==> config.mk <==
export PLATFORM = sky130hd
export DESIGN_NAME = superfast_string_hash
export DESIGN_NICKNAME = d
export VERILOG_FILES = /design/src/rtl/sfh_pkg.sv /design/src/rtl/superfast_string_hash.sv
export SDC_FILE = /design/constraint.sdc
export NUM_CORES = 1
export LEC_CHECK = 0
export BUFFER_PORTS_ARGS = -buffer_cell sky130_fd_sc_hd__buf_2
export CAP_MARGIN = 20
export CORE_ASPECT_RATIO = 1.25
export CORE_MARGIN = 2
export CORE_UTILIZATION = 65
export DETAILED_ROUTE_END_ITERATION = 6
export HOLD_SLACK_MARGIN = 0.08
export PLACE_DENSITY = 0.83
export SLEW_MARGIN = 20
export SYNTH_ARGS = -nofsm -noshare
export SYNTH_HDL_FRONTEND = slang
export SYNTH_SLANG_ARGS = --single-unit
==> constraint.sdc <==
create_clock -name clk -period 15.4 [get_ports clk]
set_clock_uncertainty 0.15 [all_clocks]
set_input_delay 2.31 -clock clk [delete_from_list [all_inputs] [get_ports clk]]
set_output_delay 2.31 -clock clk [all_outputs]
set_load 0.02 [all_outputs]
==> src/rtl/sfh_pkg.sv <==
// Package for the SuperFastHash streaming block: constants and mixing functions.
package sfh_pkg;

  localparam logic [31:0] MAX_MESSAGE_BYTES = 32'd65535;

  localparam int unsigned SHIFT_TAIL_LO = 11;
  localparam int unsigned SHIFT_HALF    = 16;
  localparam int unsigned SHIFT_TAIL_HI = 18;
  localparam int unsigned SHIFT_AV_17   = 17;
  localparam int unsigned SHIFT_TAIL_1  = 10;
  localparam int unsigned SHIFT_AV_25   = 25;

  typedef logic [31:0] hash_t;
  typedef logic [23:0] pend_t;
  typedef logic [1:0]  cnt_t;

  function automatic hash_t sext8(input logic [7:0] b);
    return {{24{b[7]}}, b};
  endfunction

  // Full four-byte group: low half from the buffer, high half from
  // buffered byte 2 and the incoming byte.
  function automatic hash_t group_mix(input hash_t h_in, input pend_t buf_in,
                                      input logic [7:0] byte_in);
    hash_t h;
    hash_t t;
    hash_t hi;
    hi = {16'd0, byte_in, buf_in[23:16]};
    h  = h_in + {16'd0, buf_in[15:0]};
    t  = (hi << SHIFT_TAIL_LO) ^ h;
    h  = (h << SHIFT_HALF) ^ t;
    h  = h + (h >> SHIFT_TAIL_LO);
    return h;
  endfunction

  // Tail rule for leftover bytes, then the first two avalanche steps.
  function automatic hash_t finish_lo(input hash_t h_in, input pend_t buf_in,
                                      input cnt_t cnt);
    hash_t h;
    h = h_in;
    case (cnt)
      2'd3: begin
        h = h + {16'd0, buf_in[15:0]};
        h = h ^ (h << SHIFT_HALF);
        h = h ^ (sext8(buf_in[23:16]) << SHIFT_TAIL_HI);
        h = h + (h >> SHIFT_TAIL_LO);
      end
      2'd2: begin
        h = h + {16'd0, buf_in[15:0]};
        h = h ^ (h << SHIFT_TAIL_LO);
        h = h + (h >> SHIFT_AV_17);
      end
      2'd1: begin
        h = h + sext8(buf_in[7:0]);
        h = h ^ (h << SHIFT_TAIL_1);
        h = h + (h >> 1);
      end
      default: begin
        h = h_in;
      end
    endcase
    h = h ^ (h << 3);
    h = h + (h >> 5);
    return h;
  endfunction

  // Last four avalanche steps.
  function automatic hash_t finish_hi(input hash_t h_in);
    hash_t h;
    h = h_in ^ (h_in << 4);
    h = h + (h >> SHIFT_AV_17);
    h = h ^ (h << SHIFT_AV_25);
    h = h + (h >> 6);
    return h;
  endfunction

endpackage

==> src/rtl/superfast_string_hash.sv <==
// SuperFastHash of a byte stream, one byte per input beat.
//
// Input channel: in_valid / in_stall carry data_byte, carries_byte,
// last_byte and msg_length. msg_length of the first beat of a message
// seeds the hash. carries_byte low adds no byte (used for an empty message).
// The beat with last_byte high closes the message.
// Output channel: out_valid / out_stall carry hash_value, one beat per
// message.
// Throughput: one input beat per cycle while in_stall is low. The running
// hash is updated in the cycle a beat is taken; the group mix is one
// add-xor-add step. Finish path: hash_value is registered; the last beat
// lands in the first finish stage, then passes the second finish stage
// and the output register.
// Stall: a stalled output beat holds. Up to three finished messages sit in
// the finish pipe; in_stall rises only when the first finish stage is full
// and cannot drain.
// Reset (rst, synchronous): the block waits for the first beat of a message
// and the finish pipe and output are empty.
module superfast_string_hash (
  input  logic                 clk,
  input  logic                 rst,
  input  logic                 in_valid,
  output logic                 in_stall,
  input  logic [7:0]           data_byte,
  input  logic                 carries_byte,
  input  logic                 last_byte,
  input  logic [15:0]          msg_length,
  output logic                 out_valid,
  input  logic                 out_stall,
  output sfh_pkg::hash_t       hash_value
);
  import sfh_pkg::*;

  hash_t running_hash;
  pend_t pending_bytes;
  cnt_t  pending_count;
  logic  in_message;

  hash_t fin1_hash;
  pend_t fin1_bytes;
  cnt_t  fin1_count;
  logic  fin1_valid;
  hash_t fin2_hash;
  logic  fin2_valid;

  logic  accept;
  logic  out_ready;
  logic  fin2_ready;
  logic  fin1_ready;

  hash_t seed;
  hash_t hash_cur;
  pend_t bytes_cur;
  cnt_t  count_cur;
  hash_t running_hash_next;
  pend_t pending_bytes_next;
  cnt_t  pending_count_next;

  assign out_ready  = !out_valid || !out_stall;
  assign fin2_ready = !fin2_valid || out_ready;
  assign fin1_ready = !fin1_valid || fin2_ready;
  assign in_stall   = !fin1_ready;
  assign accept     = in_valid && !in_stall;

  always_comb begin
    seed = ({16'd0, msg_length} > MAX_MESSAGE_BYTES) ? MAX_MESSAGE_BYTES
                                                     : {16'd0, msg_length};
    hash_cur  = in_message ? running_hash  : seed;
    bytes_cur = in_message ? pending_bytes : '0;
    count_cur = in_message ? pending_count : '0;
    running_hash_next  = hash_cur;
    pending_bytes_next = bytes_cur;
    pending_count_next = count_cur;
    if (carries_byte) begin
      if (count_cur == 2'd3) begin
        running_hash_next  = group_mix(hash_cur, bytes_cur, data_byte);
        pending_bytes_next = '0;
        pending_count_next = '0;
      end else begin
        case (count_cur)
          2'd0:    pending_bytes_next[7:0]   = data_byte;
          2'd1:    pending_bytes_next[15:8]  = data_byte;
          default: pending_bytes_next[23:16] = data_byte;
        endcase
        pending_count_next = count_cur + 2'd1;
      end
    end
  end

  // Message state
  always_ff @(posedge clk) begin
    if (rst) begin
      in_message    <= 1'b0;
      pending_count <= '0;
    end else if (accept) begin
      in_message    <= !last_byte;
      pending_count <= last_byte ? '0 : pending_count_next;
    end
  end

  always_ff @(posedge clk) begin
    if (accept) begin
      running_hash  <= running_hash_next;
      pending_bytes <= pending_bytes_next;
    end
  end

  // Finish pipe: tail + first avalanche steps, rest of avalanche, output
  always_ff @(posedge clk) begin
    if (rst) begin
      fin1_valid <= 1'b0;
      fin2_valid <= 1'b0;
      out_valid  <= 1'b0;
    end else begin
      if (fin1_ready) fin1_valid <= accept && last_byte;
      if (fin2_ready) fin2_valid <= fin1_valid;
      if (out_ready)  out_valid  <= fin2_valid;
    end
  end

  always_ff @(posedge clk) begin
    if (fin1_ready && accept && last_byte) begin
      fin1_hash  <= running_hash_next;
      fin1_bytes <= pending_bytes_next;
      fin1_count <= pending_count_next;
    end
    if (fin2_ready && fin1_valid) begin
      fin2_hash <= finish_lo(fin1_hash, fin1_bytes, fin1_count);
    end
    if (out_ready && fin2_valid) begin
      hash_value <= finish_hi(fin2_hash);
    end
  end

`ifndef ASSERT_OFF
  a_stall_only_when_full: assert property (@(posedge clk) disable iff (rst)
    in_stall |-> fin1_valid && fin2_valid && out_valid && out_stall)
    else $error("input stalled while finish pipe has room");

  a_last_closes_msg: assert property (@(posedge clk) disable iff (rst)
    accept && last_byte |=> !in_message && fin1_valid)
    else $error("last beat did not close message");

  a_beat_opens_msg: assert property (@(posedge clk) disable iff (rst)
    accept && !last_byte |=> in_message)
    else $error("non-last beat left block outside a message");

  a_pending_in_msg: assert property (@(posedge clk) disable iff (rst)
    pending_count != 2'd0 |-> in_message)
    else $error("buffered bytes outside a message");

  a_fin1_held: assert property (@(posedge clk) disable iff (rst)
    fin1_valid && !fin2_ready |=> fin1_valid && $stable(fin1_hash))
    else $error("finish stage lost a held message");
`endif

endmodule
==> impl_results.md, run 1 <==
- Worst setup path endpoint: fin2_hash[30]
- Hold Crit Start: pending_count[0]
- Worst Setup End Kind: register
- Global-route met1 utilization: 41.0%
- Post-CTS setup buffer count: 0
- Port Buffers: 63
- Crit-path max cell delay: 0.81 ns
- Yosys warns: 0
- Fin Setup TNS: 0 ns
- Seq/Total Area, Yosys: 26.5%
- Layout cells sized above 1: around 8.5%
- Critical path arrival: just over 10 ns
- CP Max Fanout: 25
- Final Cycle Share: 65.8%
- CTS Buf Count: 17
- Wire per inst: ~26 um
- Max_cap viols: 0
- Max Clock Freq: 0.0986 GHz
- GPL Wtd Cong: 1.16
- Most frequent cells in the layout: xnor2_1, ha_1, nor2_1
- Core Region: 0.0311 sq mm
- Slew headroom: between 10% and 20%
- Status: completed
- CP startpoint: fin1_bytes[7]
- Post-DP HPWL: 55.8 mm
- Count of unique library cells instantiated by Yosys: between 90 and 100
- Reg-to-reg setup timing slack: approximately 5.3 ns
- Commonest non-fill, non-tap cell in the layout: xnor2_1
- I/O pin total: 64
- Die Height: 203 um
- Layout area overhead: 6.70%
- Initial DRC count: 1631
- Total routed wirelength: 71.0 mm
- Clk_lat worst skew: 0.48 ns
- Most used cell, CP: o21ai_0
- Busiest grt layer: met2
- FFs w/ async S/R, synth: 0%
- GRT met2 Usage: 75.0%
- R2R Path Start: fin1_bytes[7]
- Slew Limit Fails: 0
- Crit Path Class: reg -> reg
- Final Util: 70.7%
- CTS Sinks: 184
- RSZ-0062 raised after global routing: false
- CTS tree: done
- Final Critical Period: approximately 10 ns
- Synth Area per Inst: 9.12 sq um
- Setup violators final: 0
- Crit path max-delay cell type: edfxtp_1
- Die width: 163 um
- Syn_nets: 2510
- Synthesized instance count: between 2000 and 2500
- #FFs+latches synth: 184
- Initial Util: roughly two thirds
- Die area: roughly 0.033 sq mm
- Ys flop type: edfxtp_1
- Drt pass-1 iters: 6
- Vias post-DR: 18400
- Final antenna-violating net count: 0
- GRT Total Usage: 43.5%
- First-pass GRT wire length: 106 mm
- Crit path launch type: register
- Grt total ovfl: 0
- Vias per std cell: between 6 and 7
- Number of global-route vias before repair: roughly 19000
- Pin count of the biggest net entering global routing: 69
- Hold Slack: 0.322 ns
- Mapped cell area: 0.0206 sq mm
- H-tree depth: 4
- Hold Fails Final Rpt: 0
- Initial antenna violation count: 2
- Drc violations: 0
- End of the worst register-to-register path: fin2_hash[30]
- Hold path depth: 2
- Post-synth EDFFs: roughly 180
- Clock-pin slew on the worst setup and hold paths: 0.08 ns
- Worst EP required: 15.48 ns
- Rows: 72
- Clock buffer depth: 2
- M3 GR Usage: around 8.7%
- Final nets: 2561
- Min-Delay Path Class: reg -> reg
- Worst Max-Slew Pin Slew: 1.28 ns
- CTS Hold Bufs: 0
- Post-CTS Resized: 0
- Worst R2R Path Depth: 35
- Root buffer cell: clkbuf_16
## worst max-delay path: cells and delay by family, from the launching register on
kind	cells	cell delay, ns
compound gates	19	4.60
fa+ha+maj	4	1.73
simple gates	8	1.21
xor+xnor	3	0.83
flops	1	0.81
mux	1	0.55
## area by class of cell
class	count	area, sq um
diodes	2	5.00
clock buffers	17	425
clock inverters	15	169
fillers	2330	9110
inverters	98	368
multi-input cells	1933	14600
flip-flops and latches	184	5470
well taps	407	509
repair buffers	74	418
## through the flow
stage / instances / worst slack (ns) / instance area, sq um
6_report: 2730 / 5.26 / 22000
5_1_grt: 2728 / 4.78 / 22000
4_1_cts: 2727 / 5.55 / 21900
3_5_place_dp: 2695 / 5.62 / 21300
3_3_place_gp: 2695 / 5.86 / 21300
2_1_floorplan: 2257 / 7.22 / 20600
## routing by layer
layer  vias up  part of all wire [%]
met5         -                     0
met4         0                    13
met3       409                   7.3
met2      1058                    48
met1      8602                    31
li1       8373                     -
## kinds of logic (layout without fill, tap and decap cells)
logic type	Yosys count	after routing	share of synthesized area (%)
other	0	2	0
buffers and inverters	140	204	2.60
AOI/OAI and AO/OA	576	576	18.5
and+or+nand+nor	669	669	16.1
DFF	184	184	26.5
xor gates and xnor gates	422	422	18.8
muxes	43	43	3.59
adders and majority gates	223	223	13.9
## cell usage after synthesis (11+ instances only)
library cell  count  share of area, %
a211oi_1         20              0.73
a21o_1           75               2.7
a21oi_1         172               4.2
a31oi_1          11              0.33
and2_1           50               1.5
and3_1           24              0.73
clkbuf_1         32              0.58
edfxtp_1        178                26
ha_1            214                13
inv_1            97               1.8
mux2_2           17              0.93
mux4_2           23               2.5
nand2_1         178               3.2
nand2b_1         31              0.94
nand3_1          55               1.3
nand4_1          27              0.82
nor2_1          181               3.3
nor2b_1          32              0.97
nor3_1           33              0.80
nor4_1           14              0.43
o211ai_1         17              0.62
o21a_1           31               1.1
o21ai_0         103               2.5
o21bai_1         18              0.66
xnor2_1         238                10
xor2_1          168               7.1
## worst min path at each step
stage	endpoint
2_1_floorplan	pending_count[0]
3_3_place_gp	pending_count[0]
6_report	pending_count[0]
4_1_cts	pending_count[0]
3_5_place_dp	pending_count[0]
5_1_grt	pending_count[0]
## state kept, by name, summed over array words and instances (netlist names)
register / count
fin1_hash: 32
fin2_hash: 32
hash_value: 32
running_hash: 32
fin1_bytes: 24
pending_bytes: 24
fin1_count: 2
pending_count: 2
fin1_valid: 1
fin2_valid: 1
in_message: 1
out_valid: 1
Power of run 1 is left out: the tool's default activity adds up to more than one toggle a clock period on the data nets, which glitch-free logic cannot reach.
==> run 2, diff against run 1 <==
--- a/config.mk
+++ b/config.mk
@@ -9,10 +9,10 @@
 export CAP_MARGIN = 20
 export CORE_ASPECT_RATIO = 1.25
 export CORE_MARGIN = 2
-export CORE_UTILIZATION = 65
+export CORE_UTILIZATION = 59
 export DETAILED_ROUTE_END_ITERATION = 6
 export HOLD_SLACK_MARGIN = 0.08
-export PLACE_DENSITY = 0.83
+export PLACE_DENSITY = 0.79
 export SLEW_MARGIN = 20
 export SYNTH_ARGS = -nofsm -noshare
 export SYNTH_HDL_FRONTEND = slang
==> constraint.sdc (replaced) <==
create_clock -name clk -period 9.3 [get_ports clk]
set_clock_uncertainty 0.15 [all_clocks]
set_input_delay 1.395 -clock clk [delete_from_list [all_inputs] [get_ports clk]]
set_output_delay 1.395 -clock clk [all_outputs]
set_load 0.02 [all_outputs]
==> run 2 against run 1 <==
Net effect:
- final cell count up 5.0%
- core utilization is 4.3 points lower
- sequential cell count unchanged
- final area increased by 4.0%
- critical path depth rose by 5
==> impl_results.md, run 2 (synthesis results as in run 1) <==
- Initial antenna violation count: 2 (unchanged)
- Max Clock Freq: 0.112 GHz (was 0.0986 GHz)
- Setup violators final: 0 (unchanged)
- Hold Crit Start: pending_count[0] (unchanged)
- Crit-path max cell delay: 0.54 ns (was 0.81 ns)
- Core Region: 0.0344 sq mm (was 0.0311 sq mm)
- Most used cell, CP: a21o_1 (was o21ai_0)
- Clk_lat worst skew: 0.48 ns (about the same)
- GRT Total Usage: 40.0% (was 43.5%)
- Crit path launch type: register (unchanged)
- Worst Max-Slew Pin Slew: 1.18 ns (was 1.28 ns)
- Max_cap viols: 0 (unchanged)
- Final nets: 2638 (was 2561)
- Crit path max-delay cell type: mux4_2 (was edfxtp_1)
- Initial DRC count: 1364 (was 1631)
- Placed Cells: 2824 (was 2695)
- Pin count of the biggest net entering global routing: 68 (was 69)
- Total routed wirelength: 71.9 mm (was 71.0 mm)
- Most frequent cells in the layout: xnor2_1, ha_1, nor2_1 (unchanged)
- Port Buffers: 63 (unchanged)
- Layout cells sized above 1: 13.0% (was 8.49%)
- Slew headroom: 20.5% (was 14.2%)
- Number of global-route vias before repair: 18600 (was 18800)
- Drc violations: 0 (unchanged)
- Worst Path Buf+Inv: 3 (was 0)
- Rows: 76 (was 72)
- Crit-path leading delay family: compound AO/OA/AOI/OAI gates (unchanged)
- CTS Hold Bufs: 0 (unchanged)
- Worst EP required: 9.39 ns (was 15.48 ns)
- Slew Limit Fails: 0 (unchanged)
- Clock-pin slew on the worst setup and hold paths: 0.09 ns (was 0.08 ns)
- Commonest non-fill, non-tap cell in the layout: xnor2_1 (unchanged)
- I/O pin total: 64 (unchanged)
- Vias per std cell: 6.46 (was 6.76)
- Final std cells w/o fill: 2867 (was 2730)
- H-tree depth: 4 (unchanged)
- Initial Util: 59.8% (was 66.3%)
- Clock buffer depth: 2 (unchanged)
- Worst Setup End Kind: register (unchanged)
- Die Height: 213 um (was 203 um)
- Die area: 0.0364 sq mm (was 0.0331 sq mm)
- CTS Buf Count: 17 (unchanged)
- Root buffer cell: clkbuf_16 (unchanged)
- Final Cycle Share: 95.6% (was 65.8%)
- CP startpoint: fin1_hash[0] (was fin1_bytes[7])
- CTS Sinks: 184 (unchanged)
- First-pass GRT wire length: 106 mm (about the same)
- Drt pass-1 iters: 6 (unchanged)
- Fin Setup TNS: 0 ns (unchanged)
- GPL Wtd Cong: 1.22 (was 1.16)
- Status: completed (unchanged)
- Grt total ovfl: 0 (unchanged)
- Min-Delay Path Class: reg -> reg (unchanged)
- CTS tree: done (unchanged)
- Vias post-DR: 18500 (was 18400)
- Post-DP HPWL: 56.8 mm (was 55.8 mm)
- Die width: 171 um (was 163 um)
- Hold Fails Final Rpt: 0 (unchanged)
- Critical path arrival: 8.98 ns (was 10.22 ns)
- Layout area overhead: 10.9% (was 6.70%)
- Final Critical Period: 8.89 ns (was 10.14 ns)
- Crit Path Class: reg -> reg (unchanged)
- Final antenna-violating net count: 0 (unchanged)
- Wire per inst: 25.1 um (was 26.0 um)
- Fillers: 2829 (was 2330)
- R2R Path Start: fin1_hash[0] (was fin1_bytes[7])
- CP Max Fanout: 6 (was 25)
## run 2: worst register-to-register path, delay by kind of cell (launching register included)
family	cells	cell delay, ns
compound gates	19	4.06
simple gates	8	1.25
fa+ha+maj	4	1.12
xor+xnor	5	0.76
mux	1	0.54
flops	1	0.40
buf+inv	3	0.38
## run 2: cell type report
| class | count | area, sq um | share of cell area, % |
|---|---|---|---|
| sequential | 184 | 5470 | 23.9 |
| clock inverter | 14 | 150 | 0.657 |
| multi-input combinational | 1933 | 14800 | 64.9 |
| inverter | 98 | 369 | 1.62 |
| clock buffer | 18 | 439 | 1.92 |
| tap | 468 | 586 | 2.56 |
| antenna | 1 | 2.50 | 0.0110 |
| timing repair buffer | 151 | 996 | 4.36 |
## run 2: worst paths after layout
kind | endpoint | slack, ns | cells after the start
setup / recovery | fin2_hash[28] | 0.41 | 40
setup reg to reg | fin2_hash[28] | 0.41 | 40
hold reg to reg | pending_count[0] | 0.32 | 2
hold / removal | pending_count[0] | 0.32 | 2
## run 2: per-stage QoR
stage / instance area (sq um) / utilization (%) / hold slack [ns] / setup slack (ns)
2_1_floorplan: 20600 / - / 0.276 / 1.12
3_3_place_gp: 21900 / 63.7 / 0.292 / 0.204
3_5_place_dp: 21900 / 63.7 / 0.303 / 0.00568
4_1_cts: 22500 / 65.4 / 0.316 / 0.0912
5_1_grt: 22800 / 66.4 / 0.336 / -0.0558
6_report: 22800 / 66.4 / 0.317 / 0.405
## run 2: metal layers
| metal | share of wire (%) | wire length [um] | vias up | global-route usage, % |
|---|---|---|---|---|
| met4 | 12 | 8270 | 2 | 38.8 |
| li1 | - | - | 8523 | - |
| met5 | 0.017 | 12 | - | 0 |
| met3 | 6.6 | 4750 | 385 | 8.16 |
| met2 | 50 | 36000 | 937 | 71.1 |
| met1 | 32 | 22800 | 8671 | 37.6 |
## run 2: timing repair
action                                  CTS  global route
endpoints found under the setup margin    3             8
setup buffers                             0             9
gates resized for setup                   2            39
pin swaps                                 0            11
Power of run 2 is left out for the same reason.
